--- src/hw/rtl/irn_pkg.sv ---
`timescale 1ns / 1ps

package irn_pkg;

  // Field widths
  localparam int ValueW  = 12;
  localparam int SymbolW = 7;
  localparam int InDataW  = 16;
  localparam int OutDataW = 8;

  // Saturation limit of the input value
  localparam logic [ValueW-1:0] VALUE_MAX = 12'd3999;

  // Scaled compare values reach 9 * 1000, so they need 14 bits
  localparam int ScaleW = 14;

  // Microprogram address width (13 control words)
  localparam int UaddrW = 4;

  // ASCII letters
  localparam logic [SymbolW-1:0] CH_C = 7'd67;
  localparam logic [SymbolW-1:0] CH_D = 7'd68;
  localparam logic [SymbolW-1:0] CH_I = 7'd73;
  localparam logic [SymbolW-1:0] CH_L = 7'd76;
  localparam logic [SymbolW-1:0] CH_M = 7'd77;
  localparam logic [SymbolW-1:0] CH_V = 7'd86;
  localparam logic [SymbolW-1:0] CH_X = 7'd88;

  // Decimal places
  localparam logic [1:0] PLACE_UNITS    = 2'd0;
  localparam logic [1:0] PLACE_TENS     = 2'd1;
  localparam logic [1:0] PLACE_HUNDREDS = 2'd2;
  localparam logic [1:0] PLACE_THOUS    = 2'd3;

  // Micro-operations
  typedef enum logic [1:0] {
    OP_WAIT,
    OP_SPLIT,
    OP_EMIT
  } irn_op_t;

  // Letter of the current place to emit
  typedef enum logic [1:0] {
    SEL_ONE,
    SEL_FIVE,
    SEL_TEN
  } irn_sel_t;

  // One control word
  typedef struct packed {
    irn_op_t           op;
    irn_sel_t          sel;
    logic              fin;   // digit routine ends after this word
    logic [UaddrW-1:0] nxt;
  } irn_uword_t;

  // Microprogram addresses
  localparam logic [UaddrW-1:0] UA_WAIT  = 4'd0;
  localparam logic [UaddrW-1:0] UA_SPLIT = 4'd1;
  localparam logic [UaddrW-1:0] UA_ONE3  = 4'd2;
  localparam logic [UaddrW-1:0] UA_ONE2  = 4'd3;
  localparam logic [UaddrW-1:0] UA_ONE1  = 4'd4;
  localparam logic [UaddrW-1:0] UA_FOUR  = 4'd5;
  localparam logic [UaddrW-1:0] UA_FOUR2 = 4'd6;
  localparam logic [UaddrW-1:0] UA_FIVE  = 4'd7;
  localparam logic [UaddrW-1:0] UA_SIX   = 4'd8;
  localparam logic [UaddrW-1:0] UA_SEVEN = 4'd9;
  localparam logic [UaddrW-1:0] UA_EIGHT = 4'd10;
  localparam logic [UaddrW-1:0] UA_NINE  = 4'd11;
  localparam logic [UaddrW-1:0] UA_NINE2 = 4'd12;

  // Control store
  function automatic irn_uword_t ucode(input logic [UaddrW-1:0] addr);
    irn_uword_t w;
    w = '{op: OP_WAIT, sel: SEL_ONE, fin: 1'b0, nxt: UA_SPLIT};
    case (addr)
      UA_WAIT:  w = '{op: OP_WAIT,  sel: SEL_ONE,  fin: 1'b0, nxt: UA_SPLIT};
      UA_SPLIT: w = '{op: OP_SPLIT, sel: SEL_ONE,  fin: 1'b0, nxt: UA_WAIT};
      UA_ONE3:  w = '{op: OP_EMIT,  sel: SEL_ONE,  fin: 1'b0, nxt: UA_ONE2};
      UA_ONE2:  w = '{op: OP_EMIT,  sel: SEL_ONE,  fin: 1'b0, nxt: UA_ONE1};
      UA_ONE1:  w = '{op: OP_EMIT,  sel: SEL_ONE,  fin: 1'b1, nxt: UA_WAIT};
      UA_FOUR:  w = '{op: OP_EMIT,  sel: SEL_ONE,  fin: 1'b0, nxt: UA_FOUR2};
      UA_FOUR2: w = '{op: OP_EMIT,  sel: SEL_FIVE, fin: 1'b1, nxt: UA_WAIT};
      UA_FIVE:  w = '{op: OP_EMIT,  sel: SEL_FIVE, fin: 1'b1, nxt: UA_WAIT};
      UA_SIX:   w = '{op: OP_EMIT,  sel: SEL_FIVE, fin: 1'b0, nxt: UA_ONE1};
      UA_SEVEN: w = '{op: OP_EMIT,  sel: SEL_FIVE, fin: 1'b0, nxt: UA_ONE2};
      UA_EIGHT: w = '{op: OP_EMIT,  sel: SEL_FIVE, fin: 1'b0, nxt: UA_ONE3};
      UA_NINE:  w = '{op: OP_EMIT,  sel: SEL_ONE,  fin: 1'b0, nxt: UA_NINE2};
      UA_NINE2: w = '{op: OP_EMIT,  sel: SEL_TEN,  fin: 1'b1, nxt: UA_WAIT};
      default:  w = '{op: OP_WAIT,  sel: SEL_ONE,  fin: 1'b0, nxt: UA_SPLIT};
    endcase
    return w;
  endfunction

  // Entry point of the routine for a nonzero digit
  function automatic logic [UaddrW-1:0] dispatch(input logic [3:0] digit);
    logic [UaddrW-1:0] a;
    case (digit)
      4'd1:    a = UA_ONE1;
      4'd2:    a = UA_ONE2;
      4'd3:    a = UA_ONE3;
      4'd4:    a = UA_FOUR;
      4'd5:    a = UA_FIVE;
      4'd6:    a = UA_SIX;
      4'd7:    a = UA_SEVEN;
      4'd8:    a = UA_EIGHT;
      4'd9:    a = UA_NINE;
      default: a = UA_WAIT;
    endcase
    return a;
  endfunction

  // Weight of one unit of a place
  function automatic logic [ScaleW-1:0] place_scale(input logic [1:0] place);
    logic [ScaleW-1:0] s;
    case (place)
      PLACE_THOUS:    s = 14'd1000;
      PLACE_HUNDREDS: s = 14'd100;
      PLACE_TENS:     s = 14'd10;
      default:        s = 14'd1;
    endcase
    return s;
  endfunction

  // Letter for a place and selector
  function automatic logic [SymbolW-1:0] sym_code(input logic [1:0] place,
                                                  input irn_sel_t sel);
    logic [SymbolW-1:0] c;
    c = CH_M;
    case (place)
      PLACE_UNITS: begin
        case (sel)
          SEL_ONE:  c = CH_I;
          SEL_FIVE: c = CH_V;
          default:  c = CH_X;
        endcase
      end
      PLACE_TENS: begin
        case (sel)
          SEL_ONE:  c = CH_X;
          SEL_FIVE: c = CH_L;
          default:  c = CH_C;
        endcase
      end
      PLACE_HUNDREDS: begin
        case (sel)
          SEL_ONE:  c = CH_C;
          SEL_FIVE: c = CH_D;
          default:  c = CH_M;
        endcase
      end
      default: c = CH_M;
    endcase
    return c;
  endfunction

  // Sequencer to datapath controls
  typedef struct packed {
    logic     load;        // take a new value
    logic     split;       // extract the digit of the current place
    logic     step_place;  // move to the next lower place
    irn_sel_t sel;
  } irn_ctrl_t;

  // Datapath to sequencer status
  typedef struct packed {
    logic [3:0] digit;       // digit of the current place
    logic       split_zero;  // nothing left below the place being split
    logic       rem_zero;    // nothing left below the current place
  } irn_stat_t;

endpackage

--- src/hw/rtl/irn_dpath.sv ---
`timescale 1ns / 1ps

module irn_dpath (
  input  logic                   clk,
  input  irn_pkg::irn_ctrl_t     ctrl,
  input  logic [11:0]            in_value,
  output irn_pkg::irn_stat_t     stat,
  output logic [6:0]             symbol
);
  import irn_pkg::*;

  logic [ValueW-1:0] rem_r;
  logic [ValueW-1:0] rem_nxt;
  logic [1:0]        place_r;
  logic [1:0]        place_nxt;
  logic [ScaleW-1:0] rem_ext;
  logic [ScaleW-1:0] scale;
  logic [3:0]        digit;
  logic [ValueW-1:0] rem_left;
  logic [ValueW-1:0] value_sat;

  // Compare the remainder against each multiple of the place weight
  always_comb begin
    rem_ext = {{(ScaleW-ValueW){1'b0}}, rem_r};
    scale   = place_scale(place_r);
    digit   = 4'd0;
    for (int k = 1; k <= 9; k++) begin
      if (rem_ext >= ScaleW'(k) * scale) begin
        digit = 4'(k);
      end
    end
    rem_left = ValueW'(rem_ext - {{(ScaleW-4){1'b0}}, digit} * scale);
  end

  // Saturate the incoming value
  assign value_sat = (in_value > VALUE_MAX) ? VALUE_MAX : in_value;

  // Select next remainder and place
  always_comb begin
    rem_nxt   = rem_r;
    place_nxt = place_r;
    if (ctrl.load) begin
      rem_nxt   = value_sat;
      place_nxt = PLACE_THOUS;
    end else begin
      if (ctrl.split) begin
        rem_nxt = rem_left;
      end
      if (ctrl.step_place) begin
        place_nxt = place_r - 2'd1;
      end
    end
  end

  // Hold remainder and place
  always_ff @(posedge clk) begin
    rem_r   <= rem_nxt;
    place_r <= place_nxt;
  end

  assign stat.digit      = digit;
  assign stat.split_zero = (rem_left == '0);
  assign stat.rem_zero   = (rem_r == '0);
  assign symbol          = sym_code(place_r, ctrl.sel);

endmodule

--- src/hw/rtl/irn_seq.sv ---
`timescale 1ns / 1ps

module irn_seq (
  input  logic                   clk,
  input  logic                   rst_n,
  input  logic                   in_tvalid,
  output logic                   in_tready,
  output logic                   out_tvalid,
  input  logic                   out_tready,
  output logic [6:0]             out_symbol,
  output logic                   out_last,
  input  irn_pkg::irn_stat_t     stat,
  input  logic [6:0]             symbol,
  output irn_pkg::irn_ctrl_t     ctrl
);
  import irn_pkg::*;

  logic [UaddrW-1:0]  upc_r;
  logic [UaddrW-1:0]  upc_nxt;
  logic               out_valid_r;
  logic               out_valid_nxt;
  logic [SymbolW-1:0] out_symbol_r;
  logic [SymbolW-1:0] out_symbol_nxt;
  logic               out_last_r;
  logic               out_last_nxt;
  irn_uword_t         word;
  logic               emit_ok;

  assign word    = ucode(upc_r);
  assign emit_ok = !out_valid_r || out_tready;

  // Decode the control word and pick the next step
  always_comb begin
    upc_nxt         = upc_r;
    ctrl.load       = 1'b0;
    ctrl.split      = 1'b0;
    ctrl.step_place = 1'b0;
    ctrl.sel        = word.sel;
    out_valid_nxt   = out_valid_r && !out_tready;
    out_symbol_nxt  = out_symbol_r;
    out_last_nxt    = out_last_r;
    case (word.op)
      OP_WAIT: begin
        if (in_tvalid) begin
          ctrl.load = 1'b1;
          upc_nxt   = word.nxt;
        end
      end
      OP_SPLIT: begin
        ctrl.split = 1'b1;
        if (stat.digit != 4'd0) begin
          upc_nxt = dispatch(stat.digit);
        end else if (stat.split_zero) begin
          upc_nxt = UA_WAIT;
        end else begin
          ctrl.step_place = 1'b1;
          upc_nxt         = UA_SPLIT;
        end
      end
      OP_EMIT: begin
        if (emit_ok) begin
          out_valid_nxt  = 1'b1;
          out_symbol_nxt = symbol;
          out_last_nxt   = word.fin && stat.rem_zero;
          if (!word.fin) begin
            upc_nxt = word.nxt;
          end else if (stat.rem_zero) begin
            upc_nxt = UA_WAIT;
          end else begin
            ctrl.step_place = 1'b1;
            upc_nxt         = UA_SPLIT;
          end
        end
      end
      default: begin
        upc_nxt = UA_WAIT;
      end
    endcase
  end

  // Hold step counter and output register
  always_ff @(posedge clk) begin
    if (!rst_n) begin
      upc_r       <= UA_WAIT;
      out_valid_r <= 1'b0;
    end else begin
      upc_r       <= upc_nxt;
      out_valid_r <= out_valid_nxt;
    end
    out_symbol_r <= out_symbol_nxt;
    out_last_r   <= out_last_nxt;
  end

  assign in_tready  = (word.op == OP_WAIT);
  assign out_tvalid = out_valid_r;
  assign out_symbol = out_symbol_r;
  assign out_last   = out_last_r;

endmodule

--- src/hw/rtl/integer_to_roman_numeral.sv ---
`timescale 1ns / 1ps

// Converts an unsigned value (0 to 3999; larger values are taken as 3999) into
// its Roman numeral and streams it out one ASCII letter per request, most
// significant first, with tlast on the final letter; zero produces nothing.
// A small microprogram walks the decimal places from thousands down: it
// accepts the value, splits off the digit of each place (stopping once
// nothing nonzero is left) and emits the letters of each digit. 3888 gives
// the longest numeral, 15 letters; out_tready can stall any letter. The
// next value is taken as soon as the sequencer is back at its wait step,
// even if the final letter still waits.
module integer_to_roman_numeral (
  input  logic        clk,
  input  logic        rst_n,
  input  logic        in_tvalid,
  output logic        in_tready,
  input  logic [15:0] in_tdata,   // [11:0] value, [15:12] zero
  output logic        out_tvalid,
  input  logic        out_tready,
  output logic [7:0]  out_tdata,  // [6:0] symbol, [7] zero
  output logic        out_tlast
);
  import irn_pkg::*;

  irn_ctrl_t          ctrl;
  irn_stat_t          stat;
  logic [SymbolW-1:0] symbol;
  logic [SymbolW-1:0] out_symbol;

  irn_dpath u_dpath (
    .clk      (clk),
    .ctrl     (ctrl),
    .in_value (in_tdata[ValueW-1:0]),
    .stat     (stat),
    .symbol   (symbol)
  );

  irn_seq u_seq (
    .clk        (clk),
    .rst_n      (rst_n),
    .in_tvalid  (in_tvalid),
    .in_tready  (in_tready),
    .out_tvalid (out_tvalid),
    .out_tready (out_tready),
    .out_symbol (out_symbol),
    .out_last   (out_tlast),
    .stat       (stat),
    .symbol     (symbol),
    .ctrl       (ctrl)
  );

  assign out_tdata = {1'b0, out_symbol};

endmodule

--- config.mk ---
export PLATFORM = sky130hd
export DESIGN_NAME = integer_to_roman_numeral
export DESIGN_NICKNAME = d
export VERILOG_FILES = /design/src/hw/rtl/irn_pkg.sv /design/src/hw/rtl/irn_dpath.sv /design/src/hw/rtl/irn_seq.sv /design/src/hw/rtl/integer_to_roman_numeral.sv
export SDC_FILE = /design/constraint.sdc
export NUM_CORES = 1
export LEC_CHECK = 0
export BUFFER_PORTS_ARGS = -buffer_cell sky130_fd_sc_hd__buf_2
export CORE_MARGIN = 5
export CORE_UTILIZATION = 55
export CTS_BUF_LIST = sky130_fd_sc_hd__clkbuf_4 sky130_fd_sc_hd__clkbuf_8
export DETAILED_ROUTE_END_ITERATION = 7
export PLACE_DENSITY = 0.73
export SETUP_SLACK_MARGIN = 0.02
export SLEW_MARGIN = 20
export SYNTH_ARGS = -nofsm -noshare
export SYNTH_HDL_FRONTEND = slang
export SYNTH_SLANG_ARGS = --single-unit
--- constraint.sdc ---
create_clock -name clk -period 9.2 [get_ports clk]
set_input_delay 1.84 -clock clk [delete_from_list [all_inputs] [get_ports clk]]
set_output_delay 1.84 -clock clk [all_outputs]
set_load 0.02 [all_outputs]
---- Yosys cells after proc, flatten, opt, wreduce, memory -nomap -nowiden ----
Memory sizes are Yosys's and may differ from the RTL's. A register that Yosys moved wholly into a read port is not among the register bits.
Cells that the tools add are included.
operators by class
  magnitude comparators ................... 10
  mux-type cells .......................... 37
  multiply operators ...................... 6
  $add $sub $neg .......................... 2
  reduce and logical (&&, ||, !) cells .... 14
  equality and inequality tests ........... 8
operator list
  cell                     number
  $ge A12 B14 Y1           5
  $mux W12                 3
  $mux W4                  8
  $pmux W10 S3             1
  $mul A3 B10 Y13 const A  2
  $logic_not A12 Y1        2
  $mul A2 B10 Y12 const A  2
  $pmux W7 S3              1
  $pmux W5 S2              2
  $mul A4 B10 Y14 const A  1
  $ge A12 B13 Y1           1
  $mux W1                  13
  $ge A12 B10 Y1           1
  $ge A12 B11 Y1           1
  $ge A12 B12 Y1           1
  $gt A12 B12 Y1 const B   1
  $mul A4 B10 Y12          1
  $mux W3                  4
  $pmux W4 S3              1
  $sub A12 B12 Y12         1
  $pmux W4 S2              1
  $eq A2 B1 Y1 const B     3
  $eq A2 B2 Y1 const B     3
  $logic_not A2 Y1         3
  11 further kinds         15
storage, ports and cells
  input port bits ......................... 20
  bits in read-only memories .............. 208
  memories ................................ 2
  output and inout bits ................... 11
  register bits after elaboration ......... 27
memories
  name             depth  width  read ports  clocked after memory_dff  wr ports  line           source
  (no name shown)  16     9      1           1                         0         irn_pkg.sv:76  case (addr)
  (no name shown)  16     4      1           0                         0         irn_pkg.sv:98  case (digit)

---- Longest topological paths before layout ----
  depth in word-level cells ............... 20
  mapped depth ............................ 38
  depth with buffers taken out ............ 37

---- Hierarchy ----
Synthesis repeated with hierarchy kept, for this count alone.
second synthesis, totals
  cell total of the unflattened synthesis .. 611
  area total of the unflattened synthesis .. 5,407.7 um^2
modules (own cells, without submodules)
  module                    area each (um^2)  cells an instance  sequential area each (um^2)  times used
  irn_dpath                 4,141.5           498                400.4                        1
  irn_seq                   1,255.0           111                520.5                        1
  integer_to_roman_numeral  11.3              2                  0.0                          1

---- Least setup slack after synthesis ----
Ideal clock, no wire load.
  path kind ............................... register to register
  start ................................... reg u_dpath.place_r[0]
  end ..................................... reg u_seq.word[1] (netlist name)
  library setup time ...................... 0.120 ns
  period minus slack after synthesis ...... 7.872 ns
  buffers on the path ..................... 1
  cell stages (with the launch flop) ...... 36
  slack ................................... 1.328 ns
  arrival ................................. 7.753 ns
  cell sequence ........................... dfxtp_1 -> inv_1 -> ha_1 -> clkbuf_1 -> inv_1 -> o21ai_1 -> xnor2_1 -> fa_1 -> xnor2_1 -> xnor2_1 -> ha_1 -> a211o_1 -> o211ai_1 -> o211ai_1 -> a22oi_1 -> nand2_1 -> nor2b_1 -> nor3_1 -> fa_1 -> fa_1 -> inv_1 -> fa_1 -> ha_1 -> and3_1 -> a221o_1 -> a31o_1 -> a22o_1 -> a22oi_1 -> o2111ai_1 -> a21boi_2 -> and2_2 -> inv_1 -> ha_1 -> nand2_1 -> nor3_1 -> a211o_1
between the ends
  word-level cells in the longest chain between the ends .. 20
  elaborated cells on any way between the ends .. 37
  those cells by class .................... add/sub (1); mul (6); order compare (9); eq/ne (3); mux (15); reduce/logical (2); memory (1)
RTL lines
  element                                                                  line             source
  from (decl)                                                              irn_dpath.sv:14  logic [1:0] place_r;
  from (signal assigned)                                                   irn_dpath.sv:58  place_r <= place_nxt;
  $eq A2 B1 Y1 / $eq A2 B2 Y1 (equally long branches)                      irn_pkg.sv:116   case (place)
  $pmux W10 S3 *                                                           irn_pkg.sv:116
  parallel branches: the longest is 14 deep, another holds $ge A12 B14 Y1  n/a
  $mux W4 *                                                                irn_seq.sv:51    if (stat.digit != 4'd0) begin
  $pmux W4 S3 *                                                            irn_seq.sv:42    case (word.op)
  $mux W4 (no source line) * (2 in a row)                                  n/a
Every way passes the cells marked *.
A chain may end at the register's enable or synchronous reset.

---- Worst setup path in the final report ----
  start ................................... reg u_dpath.place_r[0]
  end ..................................... reg u_seq.word[1] (netlist name)
between the ends
  word-level cells in the longest chain between the ends .. 20
  elaborated cells on any way between the ends .. 37
  those cells by class .................... add/sub (1); mul (6); order compare (9); eq/ne (3); mux (15); reduce/logical (2); memory (1)
RTL lines
  element                                                                  line
  $eq A2 B1 Y1 / $eq A2 B2 Y1 (equally long branches)                      irn_pkg.sv:116
  $pmux W10 S3 *                                                           irn_pkg.sv:116
  parallel branches: the longest is 14 deep, another holds $ge A12 B14 Y1  n/a
  $mux W4 *                                                                irn_seq.sv:51
  $pmux W4 S3 *                                                            irn_seq.sv:42
  $mux W4 (no source line) * (2 in a row)                                  n/a
Marked as above.

==> summary.txt <==
Outcome
  • Status: completed

Logic synthesis
  • Synth warnings: 0
  • Cell accounting for the most synthesized area: ha_1
  • Post-synth EDFFs: 18
  • Synth Cell Area: 0.00528 mm2
  • Avg Inst Size Synth: 8.72 um2
  • Synth Instances: 606
  • Area contributors post-synth: ha_1 24%, edfxtp_1 10%, fa_1 8.3%
  • Post-synth cell types: 90
  • Post-synth top area share: 23.7%
  • Post-synth ARST share: 0%
  • Most frequent cells after synthesis: 100 x ha_1, 57 x inv_1, 48 x a21oi_1
  • Top_reg_cell synth: edfxtp_1
  • Most frequent cell after synthesis: ha_1
  • Number of synthesized register bits: 34
  • Register area share after synthesis: 16.3%

Worst hold path
  • Hold path depth: 2
  • Hold/Removal Path Class: register to register

Floorplan
  • Ports: 31
  • Core footprint: 0.00928 mm2
  • Die area: 0.0117 mm2
  • DIE WIDTH: 108 um
  • Row count: 35
  • Starting Density: 56.9%
  • Die Y: 108 um

Drt
  • Vias per inst: 6.20
  • Antenna viol nets, final: 0
  • DR DRC count: 0
  • Iter 0 DRT Violations: 292
  • Post-Route WL: 13,400 um
  • Vias: 4,668
  • 1st-pass router iterations: 5
  • DR WL/cell: 17.8 um

Timing
  • Fin Setup TNS: 0 ns
  • Clock Skews: 0.00623 ns
  • Fin. max-slew vios: 0
  • Relative slew slack: 46.0%
  • Final setup viols: 0
  • FMAX: 119 MHz
  • Period utilisation layout: 91.5%
  • Final min period: 8.42 ns
  • Slew @ Worst Pin: 0.810 ns
  • RSZ-0062 raised after global routing: no
  • Final Hold Vio Count: 0

Critical path
  • Crit-path max FO: 11
  • Crit end category: register
  • Crit-path max cell delay: 0.53 ns
  • CP max stage cell: fa_1
  • Worst EP arrival: 8.61 ns
  • R2r worst-path depth: 33
  • Worst setup SP type: register
  • Critical path type: register to register
  • Worst EP required: 9.39 ns

Cells and area
  • ANT cells: 0
  • Fin area: 0.00562 mm2
  • Share of cells above drive strength 1: 10.9%
  • NumNets Final: 765
  • P&R area growth vs syn: 6.37%

Global routing
  • Vias in the first global route: 4,668
  • Largest net degree at the start of global routing: 18
  • GRT overflow: 0
  • First-pass GRT wire length: 22,500 um
  • Initial antenna violation count: 0
  • Total Routing Usage GR: 24.0%

Placed design
  • IO buf count: 23
  • GP Congestion: 0.983
  • Placed Area: 0.00550 mm2
  • Hpwl dp: 10,600 um

Clock tree
  • Hold-fix buffers, CTS: 0
  • Clock transition at path regs: 0.07 ns
  • Later-pin clock latency in the skew report: 0.30 ns
  • CTS buffer count: 5
  • Clock sinks: 34
  • CTS H-tree depth: 2
  • Clk root buf: clkbuf_8
  • Longest Clk Path Bufs: 2
  • CTS tree: done

Flow run
  • Max-Cap Viols: 0
-- cell usage in the layout (no fill, tap or decap), types with 8 or more instances in the layout --
cell type	synthesis	layout
xor2_1	8	8
a21oi_1	48	48
ha_1	100	100
o211ai_1	11	11
nor2_1	41	41
o21ai_1	9	8
nor3_1	21	21
xnor2_1	12	12
fa_1	22	22
edfxtp_1	18	18
nand2b_1	8	8
nand2_1	31	31
buf_2	3	23
o21ai_0	22	22
inv_1	57	57
nand4_1	12	12
a21o_1	15	15
dfxtp_1	16	16
-- state kept, by name (all words and copies together), names as in the netlist --
name / flops
u_dpath.rem_r: 12
u_dpath.place_r: 2
u_seq.word: 9
u_seq.out_last: 1
u_seq.upc_r: 4
u_seq.out_tvalid: 1
u_seq.out_symbol: 5
-- metrics by stage --
stage          setup slack, ns  instances  util [%]  hold slack [ns]
2_1_floorplan             1.33        607         -            0.526
6_report                 0.783        753      60.5            0.568
5_1_grt                  0.179        753      60.5            0.618
3_3_place_gp             0.822        745      59.2            0.545
4_1_cts                  0.682        753      60.5            0.576
3_5_place_dp             0.717        745      59.2            0.567
-- critical path: cells and delay by family (launching register included) --
kind | cells | cell delay [ns]
XOR/XNOR | 1 | 0.22
buffers and inverters | 6 | 0.78
adder cells (fa/ha/maj) | 7 | 2.64
AND/OR/NAND/NOR | 8 | 1.38
flip-flops | 1 | 0.46
AO/OA/AOI/OAI | 11 | 2.82
-- worst paths after layout --
check	slack, ns	endpoint	startpoint
max	0.78	u_seq.word[1]	u_dpath.place_r[0]
min	0.57	u_dpath.place_r[1]	u_dpath.place_r[1]
max reg2reg	0.78	u_seq.word[1]	u_dpath.place_r[0]
min reg2reg	0.57	u_dpath.place_r[1]	u_dpath.place_r[1]
-- cell type report --
cell class                      count  area (um2)
Clock buffer                        7        90.1
Timing Repair Buffer               28         153
Sequential cell                    34         861
Inverter                           59         221
Multi-Input combinational cell    495        4100
Clock inverter                      1        30.0
Fill cell                         841        3660
Tap cell                          129         161
-- timing repair --
| item | 4_1_cts | 5_1_grt |
|---|---|---|
| endpoints found under the setup margin | 0 | 2 |
| buffers inserted | 0 | 0 |
| gates resized for setup | 0 | 1 |
| hold endpoints to repair | 0 | 0 |
-- logic make-up (layout without fill, tap and decap cells) --
logic type | after synthesis | after routing | share of synthesized area, %
AO/OA/AOI/OAI | 176 | 176 | 23.9
XOR/XNOR | 20 | 20 | 3.32
adder cells (fa/ha/maj) | 122 | 122 | 32.0
buffers and inverters | 78 | 95 | 6.18
flip-flops | 34 | 34 | 16.3
multiplexers | 5 | 5 | 0.947
other | 2 | 3 | 0.142
AND/OR/NAND/NOR | 169 | 169 | 17.2
-- routing by layer --
metal	share of wire (%)	global-route usage, %
met2	47	41.4
met3	5.9	2.99
met4	2.4	8.30
met5	0	0
met1	44	31.0
Power is left out: the tool's default activity adds up to more than one toggle a clock period on the data nets, which glitch-free logic cannot reach.
